--- src/hw/rtl/tile_switch_delta_packer_top_defines.svh ---
// Assertion helpers for the packer RTL.
`ifndef TILE_SWITCH_DELTA_PACKER_TOP_DEFINES_SVH
`define TILE_SWITCH_DELTA_PACKER_TOP_DEFINES_SVH

// Clocked on clk_i, off while rst_ni is low.
`define TSDP_ASSERT(lbl, prop, msg) \
  lbl: assert property (@(posedge clk_i) disable iff (!rst_ni) (prop)) else $error(msg);

// At most one bit of the vector is set.
`define TSDP_ASSERT_ONEHOT0(lbl, vec, msg) \
  `TSDP_ASSERT(lbl, $onehot0(vec), msg)

`endif

--- src/hw/rtl/tsdp_pkg.sv ---
package tsdp_pkg;

  localparam int GROUP_SIZE = 8;
  localparam int FILL_W     = $clog2(GROUP_SIZE + 1);
  localparam int IDX_W      = (GROUP_SIZE > 1) ? $clog2(GROUP_SIZE) : 1;

  // s_axis tdata: x, y, tile, flip_x, flip_y, layer, list_first, list_length
  localparam int IN_W = 40;

  typedef struct packed {
    logic        layer;
    logic        flip_y;
    logic        flip_x;
    logic [13:0] tile;
    logic [6:0]  y;
    logic [6:0]  x;
  } rec_t;

  typedef enum logic [3:0] {
    S_IDLE  = 4'b0001,
    S_COUNT = 4'b0010,
    S_MASK  = 4'b0100,
    S_REC   = 4'b1000
  } state_e;

  typedef struct packed {
    logic load;        // take the input record
    logic count_step;  // send count byte if pending, then clear it
    logic mask_emit;   // send the group's layer mask
    logic rec_emit;    // send current byte of current record
  } cmd_t;

  typedef struct packed {
    logic flush_req;   // input record closes a group
    logic count_pend;  // count byte waiting
    logic out_free;    // output register can take a byte
    logic rec_end;     // current byte is the record's last
    logic grp_end;     // current record is the group's last
  } sts_t;

endpackage

--- src/hw/rtl/tsdp_ctrl.sv ---
`include "tile_switch_delta_packer_top_defines.svh"

module tsdp_ctrl (
  input  logic           clk_i,
  input  logic           rst_ni,
  input  logic           s_valid_i,
  output logic           s_ready_o,
  input  tsdp_pkg::sts_t sts_i,
  output tsdp_pkg::cmd_t cmd_o
);
  import tsdp_pkg::*;

  state_e state_q, state_d;

  always_comb begin
    state_d   = state_q;
    cmd_o     = '0;
    s_ready_o = 1'b0;
    unique case (state_q)
      S_IDLE: begin
        s_ready_o = 1'b1;
        if (s_valid_i) begin
          cmd_o.load = 1'b1;
          if (sts_i.flush_req) state_d = S_COUNT;
        end
      end
      S_COUNT: begin
        if (!sts_i.count_pend || sts_i.out_free) begin
          cmd_o.count_step = 1'b1;
          state_d          = S_MASK;
        end
      end
      S_MASK: begin
        if (sts_i.out_free) begin
          cmd_o.mask_emit = 1'b1;
          state_d         = S_REC;
        end
      end
      S_REC: begin
        if (sts_i.out_free) begin
          cmd_o.rec_emit = 1'b1;
          if (sts_i.rec_end && sts_i.grp_end) state_d = S_IDLE;
        end
      end
      default: state_d = S_IDLE;
    endcase
  end

  always_ff @(posedge clk_i or negedge rst_ni) begin
    if (!rst_ni) begin
      state_q <= S_IDLE;
    end else begin
      state_q <= state_d;
    end
  end

  `TSDP_ASSERT(a_flush_starts, cmd_o.load && sts_i.flush_req |=> state_q == S_COUNT, "flush not started")
  `TSDP_ASSERT(a_flush_ends, cmd_o.rec_emit && sts_i.rec_end && sts_i.grp_end |=> s_ready_o, "flush did not end")
  `TSDP_ASSERT_ONEHOT0(a_one_cmd, cmd_o, "several commands at once")

endmodule

--- src/hw/rtl/tsdp_datapath.sv ---
module tsdp_datapath (
  input  logic                       clk_i,
  input  logic                       rst_ni,
  input  logic [tsdp_pkg::IN_W-1:0]  in_data_i,
  input  logic                       in_last_i,
  input  tsdp_pkg::cmd_t             cmd_i,
  output tsdp_pkg::sts_t             sts_o,
  output logic                       m_valid_o,
  input  logic                       m_ready_i,
  output logic [7:0]                 m_data_o,
  output logic                       m_last_o,
  output logic                       m_user_o
);
  import tsdp_pkg::*;

  rec_t              grp_buf_q [GROUP_SIZE];
  logic [FILL_W-1:0] fill_q;
  logic [IDX_W-1:0]  rd_idx_q;
  logic [1:0]        byte_idx_q;
  logic [6:0]        prev_x_q, prev_y_q;
  logic [13:0]       prev_tile_q;
  logic              prev_valid_q;
  logic [8:0]        count_q;
  logic              flush_last_q;
  logic              out_valid_q, out_last_q, out_user_q;
  logic [7:0]        out_byte_q;

  // input record
  rec_t              in_rec;
  logic              in_first;
  logic [7:0]        in_len;
  logic [IDX_W-1:0]  wr_idx;
  logic [FILL_W-1:0] fill_next;

  assign in_rec.x      = in_data_i[6:0];
  assign in_rec.y      = in_data_i[13:7];
  assign in_rec.tile   = in_data_i[27:14];
  assign in_rec.flip_x = in_data_i[28];
  assign in_rec.flip_y = in_data_i[29];
  assign in_rec.layer  = in_data_i[30];
  assign in_first      = in_data_i[31];
  assign in_len        = in_data_i[39:32];

  assign wr_idx    = in_first ? '0 : fill_q[IDX_W-1:0];
  assign fill_next = FILL_W'(wr_idx) + FILL_W'(1);

  // group mask
  logic [7:0] mask;
  always_comb begin
    mask = '0;
    for (int i = 0; i < GROUP_SIZE; i++) begin
      if (FILL_W'(i) < fill_q) mask[i] = grp_buf_q[i].layer;
    end
  end

  // record encoding
  rec_t        cur;
  logic [7:0]  dx, dy;
  logic [14:0] dt;
  logic        rel_pos, rel_tile;
  logic [7:0]  pos_b0, pos_b1, tile_b0, tile_b1, rec_byte;
  logic [1:0]  tile_sel, last_idx;

  assign cur = grp_buf_q[rd_idx_q];
  assign dx  = {1'b0, cur.x} - {1'b0, prev_x_q};
  assign dy  = {1'b0, cur.y} - {1'b0, prev_y_q};
  assign dt  = {1'b0, cur.tile} - {1'b0, prev_tile_q};

  assign rel_pos  = prev_valid_q && (dx[7:2] == '0 || dx[7:2] == '1) && dy[7:3] == '0;
  assign rel_tile = prev_valid_q && (dt[14:5] == '0 || dt[14:5] == '1);

  assign pos_b0  = rel_pos ? {1'b1, rel_tile, dx[2:0], dy[2:0]} : {1'b0, cur.x};
  assign pos_b1  = {rel_tile, cur.y};
  assign tile_b0 = rel_tile ? {cur.flip_x, cur.flip_y, dt[5:0]} : cur.tile[7:0];
  assign tile_b1 = {cur.flip_x, cur.flip_y, cur.tile[13:8]};

  assign tile_sel = byte_idx_q - (rel_pos ? 2'd1 : 2'd2);
  assign last_idx = 2'd1 + {1'b0, ~rel_pos} + {1'b0, ~rel_tile};

  always_comb begin
    if (byte_idx_q == 2'd0) begin
      rec_byte = pos_b0;
    end else if (!rel_pos && byte_idx_q == 2'd1) begin
      rec_byte = pos_b1;
    end else begin
      rec_byte = tile_sel[0] ? tile_b1 : tile_b0;
    end
  end

  logic out_free, emit, grp_done;
  assign out_free = !out_valid_q || m_ready_i;
  assign emit     = (cmd_i.count_step && count_q[8]) || cmd_i.mask_emit || cmd_i.rec_emit;
  assign grp_done = cmd_i.rec_emit && sts_o.rec_end && sts_o.grp_end;

  assign sts_o.flush_req  = in_last_i || fill_next == FILL_W'(GROUP_SIZE);
  assign sts_o.count_pend = count_q[8];
  assign sts_o.out_free   = out_free;
  assign sts_o.rec_end    = byte_idx_q == last_idx;
  assign sts_o.grp_end    = FILL_W'(rd_idx_q) + FILL_W'(1) == fill_q;

  always_ff @(posedge clk_i) begin
    if (cmd_i.load) grp_buf_q[wr_idx] <= in_rec;
  end

  always_ff @(posedge clk_i or negedge rst_ni) begin
    if (!rst_ni) begin
      fill_q       <= '0;
      rd_idx_q     <= '0;
      byte_idx_q   <= '0;
      prev_x_q     <= '0;
      prev_y_q     <= '0;
      prev_tile_q  <= '0;
      prev_valid_q <= 1'b0;
      count_q      <= '0;
      flush_last_q <= 1'b0;
    end else begin
      if (cmd_i.load) begin
        fill_q       <= fill_next;
        flush_last_q <= in_last_i;
        if (in_first) begin
          prev_valid_q <= 1'b0;
          count_q      <= {1'b1, in_len};
        end
      end
      if (cmd_i.count_step) count_q <= '0;
      if (cmd_i.rec_emit) begin
        if (sts_o.rec_end) begin
          prev_x_q     <= cur.x;
          prev_y_q     <= cur.y;
          prev_tile_q  <= cur.tile;
          // a list end leaves no previous record behind
          prev_valid_q <= !(sts_o.grp_end && flush_last_q);
          byte_idx_q   <= '0;
          if (sts_o.grp_end) begin
            rd_idx_q <= '0;
            fill_q   <= '0;
            if (flush_last_q) count_q <= '0;
          end else begin
            rd_idx_q <= rd_idx_q + IDX_W'(1);
          end
        end else begin
          byte_idx_q <= byte_idx_q + 2'd1;
        end
      end
    end
  end

  // output register
  always_ff @(posedge clk_i or negedge rst_ni) begin
    if (!rst_ni) begin
      out_valid_q <= 1'b0;
    end else if (emit) begin
      out_valid_q <= 1'b1;
    end else if (m_ready_i) begin
      out_valid_q <= 1'b0;
    end
  end

  always_ff @(posedge clk_i) begin
    if (emit) begin
      if (cmd_i.count_step) begin
        out_byte_q <= count_q[7:0];
      end else if (cmd_i.mask_emit) begin
        out_byte_q <= mask;
      end else begin
        out_byte_q <= rec_byte;
      end
      out_last_q <= grp_done;
      out_user_q <= grp_done && flush_last_q;
    end
  end

  assign m_valid_o = out_valid_q;
  assign m_data_o  = out_byte_q;
  assign m_last_o  = out_last_q;
  assign m_user_o  = out_user_q;

endmodule

--- src/hw/rtl/tile_switch_delta_packer_top.sv ---
// Tile-switch delta packer.
// s_axis takes one tile-switch record per transaction; list_last rides on tlast.
// Records of a group are buffered (up to eight); a group is packed when it fills
// or when list_last arrives. m_axis then carries the packed bytes: the list's
// count byte (once, if list_first was seen), the group's layer mask, then per
// record 1 or 2 position bytes and 1 or 2 tile bytes. tlast marks the final byte
// of each packed group, tuser the final byte of a whole list.
// Flow: records that do not close a group are taken back to back. A closing
// record is taken, then the flush sequencer runs its count step, the mask and
// 2 to 4 bytes per buffered record, one byte per cycle through the single output
// register while m_axis_tready allows; s_axis_tready stays low for the
// whole flush. A pending count byte is loaded into the output register in
// S_COUNT after the closing record's transaction; without one, the mask byte,
// loaded in S_MASK, is the first byte out.
// Stalls: m_axis_tready low holds the output register and freezes the sequencer
// whenever it has a byte to send.
// Reset: clears the buffer fill, previous-record state and any pending count byte.
module tile_switch_delta_packer_top (
  input  logic                      clk_i,
  input  logic                      rst_ni,
  input  logic                      s_axis_tvalid_i,
  output logic                      s_axis_tready_o,
  // [6:0] pos_x, [13:7] pos_y, [27:14] tile_index, [28] flip_x, [29] flip_y,
  // [30] layer_bit, [31] list_first, [39:32] list_length
  input  logic [tsdp_pkg::IN_W-1:0] s_axis_tdata_i,
  input  logic                      s_axis_tlast_i,   // list_last
  output logic                      m_axis_tvalid_o,
  input  logic                      m_axis_tready_i,
  // [7:0] out_byte
  output logic [7:0]                m_axis_tdata_o,
  output logic                      m_axis_tlast_o,   // run_last
  output logic                      m_axis_tuser_o    // [0] list_done
);
  import tsdp_pkg::*;

  cmd_t cmd;
  sts_t sts;

  tsdp_ctrl u_ctrl (
    .clk_i     (clk_i),
    .rst_ni    (rst_ni),
    .s_valid_i (s_axis_tvalid_i),
    .s_ready_o (s_axis_tready_o),
    .sts_i     (sts),
    .cmd_o     (cmd)
  );

  tsdp_datapath u_datapath (
    .clk_i     (clk_i),
    .rst_ni    (rst_ni),
    .in_data_i (s_axis_tdata_i),
    .in_last_i (s_axis_tlast_i),
    .cmd_i     (cmd),
    .sts_o     (sts),
    .m_valid_o (m_axis_tvalid_o),
    .m_ready_i (m_axis_tready_i),
    .m_data_o  (m_axis_tdata_o),
    .m_last_o  (m_axis_tlast_o),
    .m_user_o  (m_axis_tuser_o)
  );

endmodule
--- config.mk ---
export PLATFORM = sky130hd
export DESIGN_NAME = tile_switch_delta_packer_top
export DESIGN_NICKNAME = d
export VERILOG_FILES = /design/src/hw/rtl/tsdp_pkg.sv /design/src/hw/rtl/tsdp_ctrl.sv /design/src/hw/rtl/tsdp_datapath.sv /design/src/hw/rtl/tile_switch_delta_packer_top.sv
export VERILOG_INCLUDE_DIRS = /design/src /design/src/hw/rtl
export SDC_FILE = /design/constraint.sdc
export NUM_CORES = 1
export LEC_CHECK = 0
export BUFFER_PORTS_ARGS = -buffer_cell sky130_fd_sc_hd__clkbuf_2
export CAP_MARGIN = 30
export CORE_ASPECT_RATIO = 0.75
export CORE_MARGIN = 2
export CORE_UTILIZATION = 60
export CTS_CLUSTER_DIAMETER = 150
export DETAILED_ROUTE_END_ITERATION = 8
export GPL_ROUTABILITY_DRIVEN = 0
export PLACE_DENSITY = 0.78
export RECOVER_POWER = 50
export SYNTH_ARGS = -nofsm -noshare
export SYNTH_HDL_FRONTEND = slang
export SYNTH_HIERARCHICAL = 1
export SYNTH_SLANG_ARGS = --single-unit
--- constraint.sdc ---
create_clock -name clk_i -period 6.6 [get_ports clk_i]
set_input_delay 0.99 -clock clk_i [delete_from_list [all_inputs] [get_ports clk_i]]
set_output_delay 0.99 -clock clk_i [all_outputs]
set_load 0.02 [all_outputs]
# Word-level counts from Yosys, hierarchy flattened
# Memories as Yosys holds them, arrays and structs flattened.
# Cells that the tools add are included.
# word_totals
ff_bits,63
ram_bits,248
in_bits,45
word_cells,132
memories,1
# op_classes
addsub,10
order_cmp,8
n_eq_ne,16
muxes,53
bitwise,2
reduce_logical,28
# memory_table
memory,words,width,read_ports,rd_ports_with_merged_regs,write_ports,line_no,source
u_datapath.grp_buf_q,8,31,9,0,1,tsdp_datapath.sv:16,rec_t grp_buf_q [GROUP_SIZE];
# ops
op,n
two-way mux 9 bit,7
two-way mux 8 bit,7
two-way mux 4 bit,10
two-way mux 1 bit,25
less-than comparator 3 x 4 -> 1 bit (first input constant),4
case mux 4 bit (4 select lines),1
subtractor 7 x 7 -> 8 bit,2
subtractor 14 x 14 -> 15 bit,1
equality test 10 bit (second input constant),1
logical AND 1 bit,10
logical NOT 10 bit,1
adder 3 x 1 -> 4 bit (second input constant),2
equality test 4 bit (second input constant),2
less-than comparator 1 x 4 -> 1 bit (first input constant),2
less-than comparator 2 x 4 -> 1 bit (first input constant),2
!= test 2 x 1 -> 1 bit (second input constant),4
logical OR 1 bit,7
equality test 6 bit (second input constant),1
logical NOT 6 bit,1
two-way mux 3 bit,2
AND reduction 6 bit,1
logical NOT 5 bit,1
equality test 4 x 1 -> 1 bit (second input constant),1
equality test 4 x 2 -> 1 bit (second input constant),1
16 further kinds,21

# Depth between registers and ports, before layout
# An unclocked memory read counts as a cell.
# depth
ltp_word,14
depth_mapped,23
ltp_nobuf,20

# By module
# The synthesis kept the hierarchy.
# modules_own_cells
mod,instances,cells_per_inst,area_each_um2,seq_area_each_um2
tsdp_datapath,1,933,13943.4,8973.6
tsdp_ctrl,1,28,281.5,101.3

# Worst setup path before layout
# Ideal clock, no wire load.
# synth_timing
path_kind,register to register
start,reg u_datapath.rd_idx_q[0]
end,reg u_datapath.count_q[8]
setup_ns,0.120
t_arrival_ns,5.447
slack_ns,1.032
stages_incl_launch_ff,22
synth_period_minus_slack_ns,5.568
cell_sequence,dfrtp_1 > buf_2 > buf_1 > mux4_2 > mux2_2 > ha_1 > a21o_1 > a211o_1 > o21a_1 > a2111oi_2 > o2111ai_1 > or4_1 > o21ai_0 > ha_1 > xnor2_1 > nor2_1 > nand2_1 > nor2_1 > and2_1 > or2_2 > buf_2 > nor2_1
# synth_rtl
item,line_no,source
from (decl),tsdp_datapath.sv:18,logic [IDX_W-1:0] rd_idx_q;
from (signal assigned),tsdp_datapath.sv:139,rd_idx_q <= rd_idx_q + IDX_W'(1);
to (signal assigned),tsdp_datapath.sv:122,"count_q <= {1'b1, in_len};"
to (decl),tsdp_datapath.sv:23,logic [8:0] count_q;

==> flow_summary_export.csv <==
group,metric,value,unit
status,status,"finished with violations",
status,violations,"max-capacitance violations, max-slew violations",
global_routing,antenna_found_initial,0,
setup_path,rr_worst_depth,20,
synthesis,syn-cell-area,0.0142,mm²
synthesis,ys.flop_type,"edfxtp_1",
synthesis,synth_cell_type_count,79,
setup_path,max_stage_delay,0.77,ns
drt,via_per_inst,6.43,
setup_path,worstPathRequired,7.04,ns
sta,hold_violations,0,
clock_network,cts-root-buf,"clkbuf_16",
layout,area_growth,11.3,%
pwr,irDropWorstVdd,0.000260,V
drt,totalWireLength,31.4,mm
flow_run,drv_cap,1,
sta,drv_slew,54,
sta,postLayoutSetupSlackWorst,0.702,ns
floorplan,initial_utilization,61.5,%
sta,relSlewSlack,-99.3,%
drt,final_antenna_net_count,0,
pwr,pwr_density_cell,306,mW/mm²
placed_design,pre_cts_ws,0.571,ns
synthesis,synth.avg_cell_area,14.8,µm²
clock_network,post_cts_buffers,0,
sta,fmax,170,MHz
synthesis,async_reset_ff_share,17.0,%
setup_path,critPathCaptureType,"register",
clock_network,cts_tree,"done",
setup_path,r2r_end,"u_datapath/count_q[5]",
hold_path,min_path_type,"reg -> reg",
floorplan,rows,48,
floorplan,io_pins,57,
placed_design,portBuffers,56,
sta,finalSetupTns,0,ns
placed_design,hpwl,19.8,mm
sta,setup_viol,0,
sta,worst_pin_slew,2.99,ns
placed_design,place_inst,1289,
hold_path,min_to,"u_datapath/prev_tile_q[0]",
drt,first_pass_iters,6,
floorplan,die_area,0.0250,mm²
global_routing,gr-usage-met1,36.7,%
synthesis,synth-seq-cells,311,
floorplan,die_h,137,µm
drt,dr_total_vias,8647,
floorplan,core,0.0231,mm²
clock_network,clk_pin_slew_worst_paths,0.07,ns
global_routing,grt_pass1_vias,8317,
layout,drive_above_1_share,17.4,%
global_routing,grt-ovfl-total,0,
pwr,p_leak,0.00558,µW
setup_path,crit_type,"reg -> reg",
synthesis,synthCells,961,
global_routing,grt_pass1_wl,47.7,mm
clock_network,clock_latency,0.56,ns
placed_design,placed_area,0.0149,mm²
drt,wl_per_cell,23.4,µm
global_routing,met3_usage,6.82,%
clock_network,clkSinkCount,311,
setup_path,worstPathMaxFanout,24,
hold_path,min-delay-start,"u_datapath/prev_tile_q[0]",
global_routing,grt_usage,25.5,%
hold_path,hold_depth,2,
setup_path,path_cells,"buf_12 > mux4_2 > mux2_2 > ha_1 > o211ai_1 > o221ai_1 > xnor2_1 > nor4b_1 > mux2_2 > nand2_1 > inv_1 > ha_1 > xnor2_1 > nor2_1 > nand2_2 > nor2_1 > buf_4 > and2_1 > or2_2 > a21oi_1",
drt,drt_iter0_drc,1080,
synthesis,ys_warn_count,6,
clock_network,cts_max_level,1,
sta,period_share,89.4,%
drt,drc,0,
synthesis,synth_enable_flop_cells,258,
global_routing,grt-busiest-layer,"met2",
setup_path,worst-endpoint-arrival,6.34,ns
floorplan,die_w,182,µm
clock_network,cts-hold-fix-buffers,0,
setup_path,start_kind,"register",
layout,design_area,0.0158,mm²
pwr,total_power,4850,µW
clock_network,clock_path_buffers,3,
global_routing,gr-usage-met2,39.2,%
layout,nets,1104,
clock_network,cts_buffers,29,
clock_network,post_cts_resized,0,
sta,clock_skew,0.0110,ns
global_routing,grt_start_max_net_pins,54,
sta,finalCriticalPeriod,5.90,ns
setup_path,ff2ff_setup_slack,0.70,ns
synthesis,ys_seq_area_share,63.8,%
setup_path,reg2reg_from,"u_datapath/rd_idx_q[0]",
layout,fin_cells,1345,
layout,antenna-diode-count,0,
synthesis,syn-num-nets,1043,
sta,rsz0062_at_grt,"no",
setup_path,crit_slowest_cell,"dfrtp_4",
==> routing by layer <==
metal  wire length (µm)  up-vias
li1                   -     3861
met1              13300     4335
met2              14200      385
met3               3030       66
met4                869        0
met5                  0        -
==> worst max-delay path by stage <==
stage,start,to,slack [ns],depth (start not counted)
after global routing,u_datapath/rd_idx_q[0],u_datapath/count_q[2],0.23,21
after floorplan,u_datapath/rd_idx_q[0],u_datapath/count_q[8],1.03,21
after CTS,u_datapath/rd_idx_q[0],u_datapath/count_q[5],0.50,21
after global placement,u_datapath/rd_idx_q[0],u_datapath/count_q[8],0.68,21
final,u_datapath/rd_idx_q[0],u_datapath/count_q[5],0.70,20
after detailed placement,u_datapath/rd_idx_q[0],u_datapath/count_q[4],0.57,20
==> synth_stat cells (3+ instances only) <==
library cell  instances  area [µm²]
a2111oi_0             3        26.3
a2111oi_2             3        45.0
a211oi_1              7        52.6
a21o_1                7        52.6
a21oi_1              64         320
a22oi_1               4        30.0
a311oi_1              4        35.0
a31oi_1               9        56.3
and2_1                8        50.1
and3_1                3        18.8
buf_1                 5        18.8
buf_2                11        55.1
buf_6                 3        33.8
clkbuf_1             27         101
dfrtp_1              52        1300
edfxtp_1            258        7750
fa_1                  3        60.1
ha_1                 34         425
inv_1                50         188
mux2_2               18         203
mux2i_1              22         220
mux4_2               60        1350
nand2_1              52         195
nand2b_1             17         106
nand3_1               9        45.0
nor2_1               60         225
nor2b_1               8        50.1
nor3_1               19        95.1
nor4_1                5        31.3
nor4b_1               4        35.0
o211ai_1             10        75.1
o21a_1                9        67.6
o21ai_0              26         130
o221ai_1              9        78.8
o22ai_1               5        31.3
o31ai_1               4        30.0
or3_1                 3        18.8
xnor2_1               9        78.8
xor2_1                5        43.8
==> stage by stage <==
stage	hold slack, ns	utilization [%]
after floorplan	0.456	-
after CTS	0.512	68.6
after global placement	0.470	64.4
final	0.512	68.5
after global routing	0.529	68.5
after detailed placement	0.499	64.4
==> report_power, final <==
| group | leakage, µW | switching, µW | internal, µW | total (µW) |
|---|---|---|---|---|
| combinational | 0.00220 | 481 | 317 | 798 |
| sequential | 0.00291 | 88.7 | 2260 | 2350 |
| clock | 0.000467 | 716 | 980 | 1700 |
| total | 0.00558 | 1290 | 3560 | 4850 |
==> cells in the final DEF, fill, tap and decap left out, types with 5 or more instances in the layout <==
cell / count
inv_1: 50
o211ai_1: 10
a31oi_1: 9
mux4_2: 60
nand3_1: 9
ha_1: 34
mux2i_1: 22
xor2_1: 5
o21a_1: 8
a21o_1: 7
o221ai_1: 9
dfrtp_1: 49
nor2b_1: 8
and2_1: 7
a211oi_1: 7
clkinv_2: 5
o22ai_1: 5
nor3_1: 18
clkinv_1: 5
a21oi_1: 64
mux2_2: 18
clkbuf_16: 29
nand2_1: 51
buf_4: 16
xnor2_1: 9
o21ai_0: 26
nor2_1: 57
nand2b_1: 17
clkbuf_1: 52
clkbuf_2: 13
edfxtp_1: 258
==> flip-flops by register name, indices dropped and copies added, names as in the netlist <==
name / count
u_datapath/grp_buf_q: 248
u_datapath/prev_tile_q: 14
u_datapath/count_q: 9
u_datapath/m_data_o: 8
u_datapath/prev_x_q: 7
u_datapath/prev_y_q: 7
u_ctrl/state_q: 4
u_datapath/fill_q: 4
u_datapath/rd_idx_q: 3
u_datapath/byte_idx_q: 2
u_datapath/flush_last_q: 1
u_datapath/m_last_o: 1
u_datapath/m_user_o: 1
u_datapath/m_valid_o: 1
u_datapath/prev_valid_q: 1
==> critical path: cells and delay by family, from the launching register on <==
family,cells,cell delay (ns)
simple gates,7,1.74
fa+ha+maj,2,0.75
compound gates,3,0.48
mux,3,1.13
buf+inv,3,0.63
xor+xnor,2,0.24
flops,1,0.77
==> area by class of cell <==
type | instances | area, µm²
clock buffers | 37 | 766
clock inverters | 17 | 199
fillers | 1557 | 7280
inverters | 50 | 188
multi-input cells | 552 | 4790
flip-flops and latches | 311 | 9080
well taps | 300 | 375
repair buffers | 78 | 442
==> cell families (layout without fill, tap and decap cells) <==
| logic type | count (synthesis) | in the layout | synth area share (%) |
|---|---|---|---|
| XOR/XNOR | 14 | 14 | 0.862 |
| buffers and inverters | 98 | 182 | 2.89 |
| flip-flops | 311 | 311 | 63.8 |
| multiplexers | 102 | 102 | 12.6 |
| AO/OA/AOI/OAI | 189 | 189 | 8.95 |
| AND/OR/NAND/NOR | 210 | 210 | 7.45 |
| adder cells (fa/ha/maj) | 37 | 37 | 3.41 |
No activity file was read; power rests on OpenSTA's default activity.
